### src/rtl/edt_pkg.sv
// ----------------------------------------------------------------------------
// edt_pkg
// Shared types, widths and codes of the earliest deadline event timer.
// ----------------------------------------------------------------------------
package edt_pkg;

    localparam int NUM_SLOTS  = 8;
    localparam int TIME_WIDTH = 48;

    // fixed field widths of the channels
    localparam int FUNC_W       = 2;
    localparam int IDX_FIELD_W  = 3;
    localparam int FIELD_TIME_W = 48;
    localparam int CFG_W        = 17;
    localparam int COUNT_W      = 16;

    localparam int SLOT_W    = (NUM_SLOTS > 1) ? $clog2(NUM_SLOTS) : 1;
    localparam int LEVELS    = (NUM_SLOTS > 1) ? $clog2(NUM_SLOTS) : 1;
    localparam int PAD_SLOTS = 1 << LEVELS;
    localparam int LEVEL_W   = (LEVELS > 1) ? $clog2(LEVELS) : 1;

    localparam int QUEUE_DEPTH = 2;
    localparam int QPTR_W      = (QUEUE_DEPTH > 1) ? $clog2(QUEUE_DEPTH) : 1;
    localparam int QCNT_W      = $clog2(QUEUE_DEPTH + 1);

    localparam logic [FUNC_W-1:0] FUNC_TICK  = 2'd0;
    localparam logic [FUNC_W-1:0] FUNC_WRITE = 2'd1;
    localparam logic [FUNC_W-1:0] FUNC_READ  = 2'd2;

    localparam logic KIND_EVENT = 1'b0;
    localparam logic KIND_READ  = 1'b1;

    localparam logic [CFG_W-1:0] DIVIDE_RESET = 17'd1;
    localparam logic [CFG_W-1:0] DIVIDE_MAX   = 17'd65536;

    typedef enum logic [1:0] {
        OP_NOP,
        OP_TICK,
        OP_WRITE,
        OP_READ
    } op_t;

    typedef struct packed {
        op_t                   op;
        logic [SLOT_W-1:0]     slot;
        logic [TIME_WIDTH-1:0] due;
        logic                  arm;
    } cmd_t;

    typedef struct packed {
        logic                  valid;
        logic [SLOT_W-1:0]     idx;
        logic [TIME_WIDTH-1:0] due;
    } cand_t;

    typedef enum logic [1:0] {
        ST_IDLE,
        ST_LOAD,
        ST_REDUCE,
        ST_EMIT
    } state_t;

    // lower half wins ties, which keeps the lowest slot index on equal times
    function automatic cand_t cand_better(cand_t lo, cand_t hi);
        cand_t res;
        if (lo.valid && (!hi.valid || lo.due <= hi.due)) begin
            res = lo;
        end else begin
            res = hi;
        end
        return res;
    endfunction

endpackage

### src/rtl/edt_front.sv
// ----------------------------------------------------------------------------
// edt_front
// Input side: accepts items, decodes the function code and queues commands.
// ----------------------------------------------------------------------------
module edt_front import edt_pkg::*; (
    input  logic                    aresetn,
    input  logic                    s_valid,
    output logic                    s_ready,
    input  logic [FUNC_W-1:0]       s_func,
    input  logic [IDX_FIELD_W-1:0]  s_slot_index,
    input  logic [FIELD_TIME_W-1:0] s_event_time,
    input  logic                    s_event_ready,
    output logic                    push_valid,
    input  logic                    push_ready,
    output cmd_t                    push_cmd
);

    logic [31:0] idx_ext;
    logic [63:0] time_ext;
    op_t         op;

    assign idx_ext  = 32'(s_slot_index);
    assign time_ext = 64'(s_event_time);

    always_comb begin
        case (s_func)
            FUNC_TICK:  op = OP_TICK;
            FUNC_WRITE: op = (idx_ext < 32'(NUM_SLOTS)) ? OP_WRITE : OP_NOP;
            FUNC_READ:  op = OP_READ;
            default:    op = OP_NOP;
        endcase
    end

    assign push_cmd.op   = op;
    assign push_cmd.slot = idx_ext[SLOT_W-1:0];
    assign push_cmd.due  = time_ext[TIME_WIDTH-1:0];
    assign push_cmd.arm  = s_event_ready;

    // drop items that do nothing; they still complete the transfer
    assign s_ready    = push_ready && aresetn;
    assign push_valid = s_valid && aresetn && (op != OP_NOP);

endmodule

### src/rtl/edt_fifo.sv
// ----------------------------------------------------------------------------
// edt_fifo
// Short command queue between the decode side and the execution side.
// ----------------------------------------------------------------------------
module edt_fifo import edt_pkg::*; (
    input  logic aclk,
    input  logic aresetn,
    input  logic push_valid,
    output logic push_ready,
    input  cmd_t push_cmd,
    output logic pop_valid,
    input  logic pop_ready,
    output cmd_t pop_cmd
);

    cmd_t              mem_reg [QUEUE_DEPTH];
    logic [QPTR_W-1:0] wr_ptr_reg, wr_ptr_next;
    logic [QPTR_W-1:0] rd_ptr_reg, rd_ptr_next;
    logic [QCNT_W-1:0] count_reg, count_next;
    logic              do_push, do_pop;

    assign push_ready = (count_reg != QCNT_W'(QUEUE_DEPTH));
    assign pop_valid  = (count_reg != '0);
    assign pop_cmd    = mem_reg[rd_ptr_reg];
    assign do_push    = push_valid && push_ready;
    assign do_pop     = pop_valid && pop_ready;

    always_comb begin
        wr_ptr_next = wr_ptr_reg;
        rd_ptr_next = rd_ptr_reg;
        count_next  = count_reg;
        if (do_push) begin
            wr_ptr_next = (wr_ptr_reg == QPTR_W'(QUEUE_DEPTH - 1)) ? '0 : wr_ptr_reg + 1'b1;
        end
        if (do_pop) begin
            rd_ptr_next = (rd_ptr_reg == QPTR_W'(QUEUE_DEPTH - 1)) ? '0 : rd_ptr_reg + 1'b1;
        end
        if (do_push && !do_pop) begin
            count_next = count_reg + 1'b1;
        end else if (do_pop && !do_push) begin
            count_next = count_reg - 1'b1;
        end
    end

    always_ff @(posedge aclk) begin
        if (!aresetn) begin
            wr_ptr_reg <= '0;
            rd_ptr_reg <= '0;
            count_reg  <= '0;
        end else begin
            wr_ptr_reg <= wr_ptr_next;
            rd_ptr_reg <= rd_ptr_next;
            count_reg  <= count_next;
        end
    end

    always_ff @(posedge aclk) begin
        if (do_push) begin
            mem_reg[wr_ptr_reg] <= push_cmd;
        end
    end

endmodule

### src/rtl/edt_back.sv
// ----------------------------------------------------------------------------
// edt_back
// Execution side: time base, prescaler, event slots, earliest deadline
// search over registered reduction levels, and the result register.
// ----------------------------------------------------------------------------
module edt_back import edt_pkg::*; (
    input  logic                    aclk,
    input  logic                    aresetn,
    input  logic                    cfg_valid,
    output logic                    cfg_ready,
    input  logic [CFG_W-1:0]        cfg_data,
    input  logic                    pop_valid,
    output logic                    pop_ready,
    input  cmd_t                    pop_cmd,
    output logic                    m_valid,
    input  logic                    m_ready,
    output logic                    m_result_kind,
    output logic [IDX_FIELD_W-1:0]  m_fired_slot,
    output logic [FIELD_TIME_W-1:0] m_time_value
);

    state_t                state_reg, state_next;
    logic [CFG_W-1:0]      divide_reg;
    logic [COUNT_W-1:0]    count_reg;
    logic [TIME_WIDTH-1:0] time_reg;
    logic [TIME_WIDTH-1:0] due_reg [NUM_SLOTS];
    logic [NUM_SLOTS-1:0]  armed_reg;
    cand_t                 cand_reg [PAD_SLOTS];
    cand_t                 cand_load [PAD_SLOTS];
    cand_t                 cand_red [PAD_SLOTS];
    logic [LEVEL_W-1:0]    level_reg;

    logic                    out_valid_reg;
    logic                    out_kind_reg;
    logic [IDX_FIELD_W-1:0]  out_slot_reg;
    logic [FIELD_TIME_W-1:0] out_time_reg;

    logic             out_free;
    logic             do_pop, do_tick, do_write, load_read, load_fire;
    logic [CFG_W-1:0] divide_eff;
    logic [CFG_W-1:0] count_inc;
    logic             last_level;
    logic [31:0]      fire_idx_ext;
    logic [63:0]      time_ext;

    assign cfg_ready = aresetn;
    assign out_free  = !out_valid_reg || m_ready;
    assign last_level = (level_reg == LEVEL_W'(LEVELS - 1));

    always_comb begin
        if (divide_reg == '0) begin
            divide_eff = 17'd1;
        end else if (divide_reg > DIVIDE_MAX) begin
            divide_eff = DIVIDE_MAX;
        end else begin
            divide_eff = divide_reg;
        end
    end

    assign count_inc = {1'b0, count_reg} + 1'b1;

    // next state
    always_comb begin
        state_next = state_reg;
        case (state_reg)
            ST_IDLE: begin
                if (pop_valid && pop_cmd.op == OP_TICK) begin
                    state_next = ST_LOAD;
                end
            end
            ST_LOAD:   state_next = ST_REDUCE;
            ST_REDUCE: begin
                if (last_level) begin
                    state_next = ST_EMIT;
                end
            end
            ST_EMIT: begin
                if (!cand_reg[0].valid || out_free) begin
                    state_next = ST_IDLE;
                end
            end
            default: state_next = ST_IDLE;
        endcase
    end

    // state outputs
    always_comb begin
        pop_ready = 1'b0;
        load_fire = 1'b0;
        case (state_reg)
            ST_IDLE: begin
                // a read waits until the result register can take it
                pop_ready = (pop_cmd.op != OP_READ) || out_free;
            end
            ST_EMIT: begin
                load_fire = cand_reg[0].valid && out_free;
            end
            default: begin
                pop_ready = 1'b0;
                load_fire = 1'b0;
            end
        endcase
    end

    assign do_pop    = pop_valid && pop_ready;
    assign do_tick   = do_pop && (pop_cmd.op == OP_TICK);
    assign do_write  = do_pop && (pop_cmd.op == OP_WRITE);
    assign load_read = do_pop && (pop_cmd.op == OP_READ);

    // candidates: armed and already due, compared against the advanced time
    always_comb begin
        for (int i = 0; i < PAD_SLOTS; i++) begin
            if (i < NUM_SLOTS) begin
                cand_load[i].valid = armed_reg[i] && (due_reg[i] <= time_reg);
                cand_load[i].due   = due_reg[i];
            end else begin
                cand_load[i].valid = 1'b0;
                cand_load[i].due   = '0;
            end
            cand_load[i].idx = SLOT_W'(i);
        end
    end

    // one tree level per cycle, pairs fold into the lower half in place
    always_comb begin
        for (int i = 0; i < PAD_SLOTS; i++) begin
            cand_red[i] = cand_reg[i];
        end
        for (int i = 0; i < PAD_SLOTS / 2; i++) begin
            cand_red[i] = cand_better(cand_reg[2 * i], cand_reg[2 * i + 1]);
        end
    end

    assign fire_idx_ext = 32'(cand_reg[0].idx);
    assign time_ext     = 64'(time_reg);

    always_ff @(posedge aclk) begin
        if (!aresetn) begin
            state_reg     <= ST_IDLE;
            divide_reg    <= DIVIDE_RESET;
            count_reg     <= '0;
            time_reg      <= '0;
            armed_reg     <= '0;
            level_reg     <= '0;
            out_valid_reg <= 1'b0;
        end else begin
            state_reg <= state_next;
            if (cfg_valid) begin
                divide_reg <= cfg_data;
            end
            if (do_tick) begin
                if (count_inc >= divide_eff) begin
                    count_reg <= '0;
                    time_reg  <= time_reg + 1'b1;
                end else begin
                    count_reg <= count_inc[COUNT_W-1:0];
                end
            end
            if (do_write) begin
                armed_reg[pop_cmd.slot] <= pop_cmd.arm;
            end
            if (load_fire) begin
                armed_reg[cand_reg[0].idx] <= 1'b0;
            end
            if (state_reg == ST_REDUCE) begin
                level_reg <= last_level ? '0 : level_reg + 1'b1;
            end
            if (load_read || load_fire) begin
                out_valid_reg <= 1'b1;
            end else if (m_ready) begin
                out_valid_reg <= 1'b0;
            end
        end
    end

    always_ff @(posedge aclk) begin
        if (do_write) begin
            due_reg[pop_cmd.slot] <= pop_cmd.due;
        end
        if (state_reg == ST_LOAD) begin
            cand_reg <= cand_load;
        end else if (state_reg == ST_REDUCE) begin
            cand_reg <= cand_red;
        end
        if (load_read) begin
            out_kind_reg <= KIND_READ;
            out_slot_reg <= '0;
            out_time_reg <= time_ext[FIELD_TIME_W-1:0];
        end else if (load_fire) begin
            out_kind_reg <= KIND_EVENT;
            out_slot_reg <= fire_idx_ext[IDX_FIELD_W-1:0];
            out_time_reg <= '0;
        end
    end

    assign m_valid       = out_valid_reg;
    assign m_result_kind = out_kind_reg;
    assign m_fired_slot  = out_slot_reg;
    assign m_time_value  = out_time_reg;

endmodule

### src/rtl/earliest_deadline_event_timer_top.sv
// ----------------------------------------------------------------------------
// earliest_deadline_event_timer_top
// Prescaled 48-bit time base with eight event slots, earliest deadline first.
// ----------------------------------------------------------------------------
// Usage:
//   s_* carries items: func 0 ticks the prescaler, func 1 loads a slot's due
//   time and armed flag, func 2 reads the time base. func 3 and writes to a
//   slot beyond the last are accepted and dropped.
//   m_* returns results: an event fired (slot index) or a time read.
//   cfg_* writes prescale_divide; write it only while the block is idle.
// Command flow:
//   An accepted item sits in a two-entry command queue; a read result then
//   goes through the result register to m_valid. A write or read executes
//   without leaving idle. A tick steps through advance, compare all slots
//   against the time, one registered reduction level per cycle, then fire;
//   no command is taken meanwhile. The search tree sets the tick rate.
// Reset:
//   Time base, prescaler and armed flags clear, prescale_divide returns to 1,
//   the queue empties. Due times are not cleared.
// Stall:
//   The result register holds while m_ready is low; the queue keeps taking
//   items until it is full, then s_ready drops.
// ----------------------------------------------------------------------------
module earliest_deadline_event_timer_top import edt_pkg::*; (
    input  logic                    aclk,
    input  logic                    aresetn,
    input  logic                    cfg_valid,
    output logic                    cfg_ready,
    input  logic [CFG_W-1:0]        cfg_data,
    input  logic                    s_valid,
    output logic                    s_ready,
    input  logic [FUNC_W-1:0]       s_func,
    input  logic [IDX_FIELD_W-1:0]  s_slot_index,
    input  logic [FIELD_TIME_W-1:0] s_event_time,
    input  logic                    s_event_ready,
    output logic                    m_valid,
    input  logic                    m_ready,
    output logic                    m_result_kind,
    output logic [IDX_FIELD_W-1:0]  m_fired_slot,
    output logic [FIELD_TIME_W-1:0] m_time_value
);

    logic push_valid, push_ready;
    logic pop_valid, pop_ready;
    cmd_t push_cmd, pop_cmd;

    edt_front u_front (
        .aresetn       (aresetn),
        .s_valid       (s_valid),
        .s_ready       (s_ready),
        .s_func        (s_func),
        .s_slot_index  (s_slot_index),
        .s_event_time  (s_event_time),
        .s_event_ready (s_event_ready),
        .push_valid    (push_valid),
        .push_ready    (push_ready),
        .push_cmd      (push_cmd)
    );

    edt_fifo u_fifo (
        .aclk       (aclk),
        .aresetn    (aresetn),
        .push_valid (push_valid),
        .push_ready (push_ready),
        .push_cmd   (push_cmd),
        .pop_valid  (pop_valid),
        .pop_ready  (pop_ready),
        .pop_cmd    (pop_cmd)
    );

    edt_back u_back (
        .aclk          (aclk),
        .aresetn       (aresetn),
        .cfg_valid     (cfg_valid),
        .cfg_ready     (cfg_ready),
        .cfg_data      (cfg_data),
        .pop_valid     (pop_valid),
        .pop_ready     (pop_ready),
        .pop_cmd       (pop_cmd),
        .m_valid       (m_valid),
        .m_ready       (m_ready),
        .m_result_kind (m_result_kind),
        .m_fired_slot  (m_fired_slot),
        .m_time_value  (m_time_value)
    );

endmodule

### config.mk
export PLATFORM = sky130hd
export DESIGN_NAME = earliest_deadline_event_timer_top
export DESIGN_NICKNAME = d
export VERILOG_FILES = /design/src/rtl/edt_pkg.sv /design/src/rtl/edt_front.sv /design/src/rtl/edt_fifo.sv /design/src/rtl/edt_back.sv /design/src/rtl/earliest_deadline_event_timer_top.sv
export SDC_FILE = /design/constraint.sdc
export NUM_CORES = 2
export LEC_CHECK = 0
export BUFFER_PORTS_ARGS = -buffer_cell sky130_fd_sc_hd__buf_2
export CAP_MARGIN = 10
export CORE_MARGIN = 10
export CORE_UTILIZATION = 30
export CTS_CLUSTER_DIAMETER = 60
export DETAILED_ROUTE_END_ITERATION = 16
export PLACE_DENSITY = 0.47
export SYNTH_ARGS = -nofsm -noshare
export SYNTH_HDL_FRONTEND = slang
export SYNTH_SLANG_ARGS = --single-unit
### constraint.sdc
create_clock -name aclk -period 9.25 [get_ports aclk]
set_input_delay 0.4625 -clock aclk [delete_from_list [all_inputs] [get_ports aclk]]
set_output_delay 0.4625 -clock aclk [all_outputs]
set_load 0.05 [all_outputs]
==> out/metrics.cfg <==
[critical_path]
worstPathMaxFanout = 47
arrival_ns = 5.27
r2r_end = u_back.count_reg[1]
rr_worst_depth = 15
critical_path_class = flop to flop
crit_slowest_cell = and2_2
reg2reg_slack_ns = 4.68
cp_slowest_stage_delay_ns = 0.92
crit_path_start_kind = flop
cp_top_family = simple AND/OR/NAND/NOR gates
crit_buf_inv = 1
cp.required_ns = 9.95
cp-end-kind = flop
r2r_start = u_back.count_reg[2]
path_cells = and2_1 > and4_1 > nand3_1 > nor2_1 > xor2_1 > ha_1 > a21o_1 > a21o_1 > a21oi_1 > o21ai_1 > o311ai_4 > buf_4 > and2_2 > o21ai_1 > a21oi_1

[cells_and_area]
area_delta_synth_final_pct = 16.9
drive_gt1_frac = 0.109
diodes = 0
largest_reg_flops = 384
num-nets-final = 5187
regArea_um2 = 30300
n_fill_cell = 17056
stdcell_area_um2 = 62000
multi_input_area_um2 = 21400
fin_util = 0.352

[clocking]
cts_tree = yes
clk_pin_slew_worst_paths_ns = 0.06
root_buffer = clkbuf_16
cts_buffers = 134
cts.path.max_buffers = 3
h-tree-depth = 4
clkSinkCount = 1045
cts_resized = 0
clock_latency_ns = 0.79

[min_path]
worstHoldStart = s_func[1]
min_path_cells = 3
hold_path_end = u_fifo.mem_reg[1][53]
hp-class = primary input to flop

[power]
power.density_nw_per_um2 = 264
irDropWorstVdd_mv = 0.224
power_leakage_nw = 23.3

[detailed_routing]
drtPass1Iterations = 6
vias = 35080
wl_met1_mm = 76.7
wl_met2_mm = 82.4
top_layer_used = met4
wl_met3_mm = 6.65
vias_per_cell = 5.05
route.detailed.drc = 0
postRouteAntennaNets = 0
drtIter0Drc = 2579
finalWirelength_mm = 170
routedWlPerCell_um = 24.5

[floorplanning]
die_area_um2 = 194000
core.rowCount = 154
core_um2 = 176000
die_y_um = 440
die_x_um = 440
start_util = 0.301
ios = 131

[synth]
synth_edf_count = 932
synth_top_area_frac = 0.528
synth-main-ff-cell = edfxtp_1
synthTopCellsByCount = edfxtp_1, ha_1, nand2_1
synth_area_per_cell_um2 = 12.5
synth_warnings = 0
syn_inst = 4242
synth_area_leader_cell = edfxtp_1
seq_area_frac_synth = 0.571
synth_area_um2 = 53000
async_flop_share = 0
ys_seq_elements = 1045
synth.most_common_cell = edfxtp_1
synth.area.top_cells = edfxtp_1, ha_1, dfxtp_1
synth.distinct_cells = 76
syn-num-nets = 4921

[place]
dp_hpwl_mm = 121
port-buffer-count = 130
pre_cts_slack_ns = 4.68
placed_area_um2 = 56800
globalplace.congestion = 0.846

[global_route]
grt_max_degree = 178
grt_antenna_before_repair = 9
grt_usage = 0.172
grt_pass1_vias = 35616
grt_overflow = 0
grt_pass1_wl_mm = 245

[sta]
slew_viol_final = 0
rsz0062_at_grt = no
fin_ws_ns = 4.68
hold_viol = 0
min_period_over_period = 0.494
setup_tns_ns = 0
fmax_mhz = 219
finalCriticalPeriod_ns = 4.57
max-slew-margin-rel = 0.110
clock_skew_ns = 0.0373
worst_pin_slew_ns = 1.30
setup_viol = 0

[status]
status = finished clean

[flow_run]
cap_violations = 0

==> kinds of logic after synthesis <==
logic type	Yosys count	share of synthesized area
AND/OR/NAND/NOR	1089	0.105
flip-flops	1045	0.571
AO/OA/AOI/OAI	814	0.0991
adder cells (fa/ha/maj)	603	0.142
buffers and inverters	418	0.0306
multiplexers	236	0.0457
XOR/XNOR	37	0.00611
==> worst max path at each step <==
stage	start	endpoint	slack (ns)	cells past startpoint
after floorplan	u_back.state_reg[1]	u_back.cand_reg[364]	1.91	4
after global placement	u_back.count_reg[2]	u_back.count_reg[1]	4.72	15
after detailed placement	u_back.count_reg[2]	u_back.count_reg[1]	4.68	15
after CTS	u_back.count_reg[2]	u_back.count_reg[1]	4.64	15
after global routing	u_back.count_reg[2]	u_back.count_reg[1]	4.29	15
final	u_back.count_reg[2]	u_back.count_reg[1]	4.68	15
==> cell usage in the layout, fill, tap and decap left out, drive strengths merged, types with 45 or more instances in the layout <==
| cell type | Yosys | layout |
|---|---|---|
| dfxtp | 113 | 113 |
| nor3 | 46 | 46 |
| edfxtp | 932 | 932 |
| nor4 | 70 | 70 |
| a22o | 48 | 48 |
| inv | 276 | 282 |
| nand3 | 60 | 60 |
| and2 | 195 | 195 |
| a21oi | 177 | 177 |
| dlygate4sd3 | 0 | 69 |
| nor2 | 162 | 162 |
| nand4 | 149 | 149 |
| clkbuf | 100 | 171 |
| a21o | 159 | 159 |
| clkinv | 1 | 45 |
| mux2i | 186 | 186 |
| buf | 41 | 202 |
| o21ai | 245 | 245 |
| mux2 | 50 | 50 |
| nand2 | 317 | 317 |
| ha | 603 | 603 |
==> worst register-to-register path, delay by kind of cell, from the launching register on <==
family / cells / cell delay (ns)
buf+inv: 1 / 0.36
flops: 1 / 0.39
compound gates: 7 / 1.37
xor+xnor: 1 / 0.20
fa+ha+maj: 1 / 0.26
simple gates: 5 / 1.93
==> layer usage <==
metal | GRT usage | up-vias
met1 | 0.227 | 17540
li1 | - | 16582
met2 | 0.294 | 743
met3 | 0.0212 | 215
met4 | 0.0497 | 0
met5 | 0 | -
==> final cells by class <==
cell class,count,area share
clock buffers,171,0.0599
flip-flops and latches,1045,0.488
clock inverters,70,0.0124
well taps,2340,0.0472
repair buffers,271,0.0306
inverters,277,0.0168
multi-input cells,2779,0.345
==> repair_timing <==
item | 4_1_cts | 5_1_grt
endpoints found under the hold margin | 121 | 0
hold buffers | 69 | 0
setup buffers | 0 | 0
==> power by group <==
part	total (mW)	switching, mW	internal, mW	leakage, nW
clock	5.35	2.13	3.21	2.18
combinational	4.22	2.87	1.35	11.6
sequential	6.82	0.440	6.38	9.53
total	16.4	5.44	10.9	23.3
==> stage by stage <==
step                      instances  hold WS, ns  power (mW)
after detailed placement       6643        0.445        11.2
after CTS                      6953       0.0512        16.6
after global routing           6953       0.0966        17.2
after floorplan                4242        0.431        9.56
final                          6953       0.0992        16.4
after global placement         6643        0.438        11.1
Power figures use the tool's default switching activity.
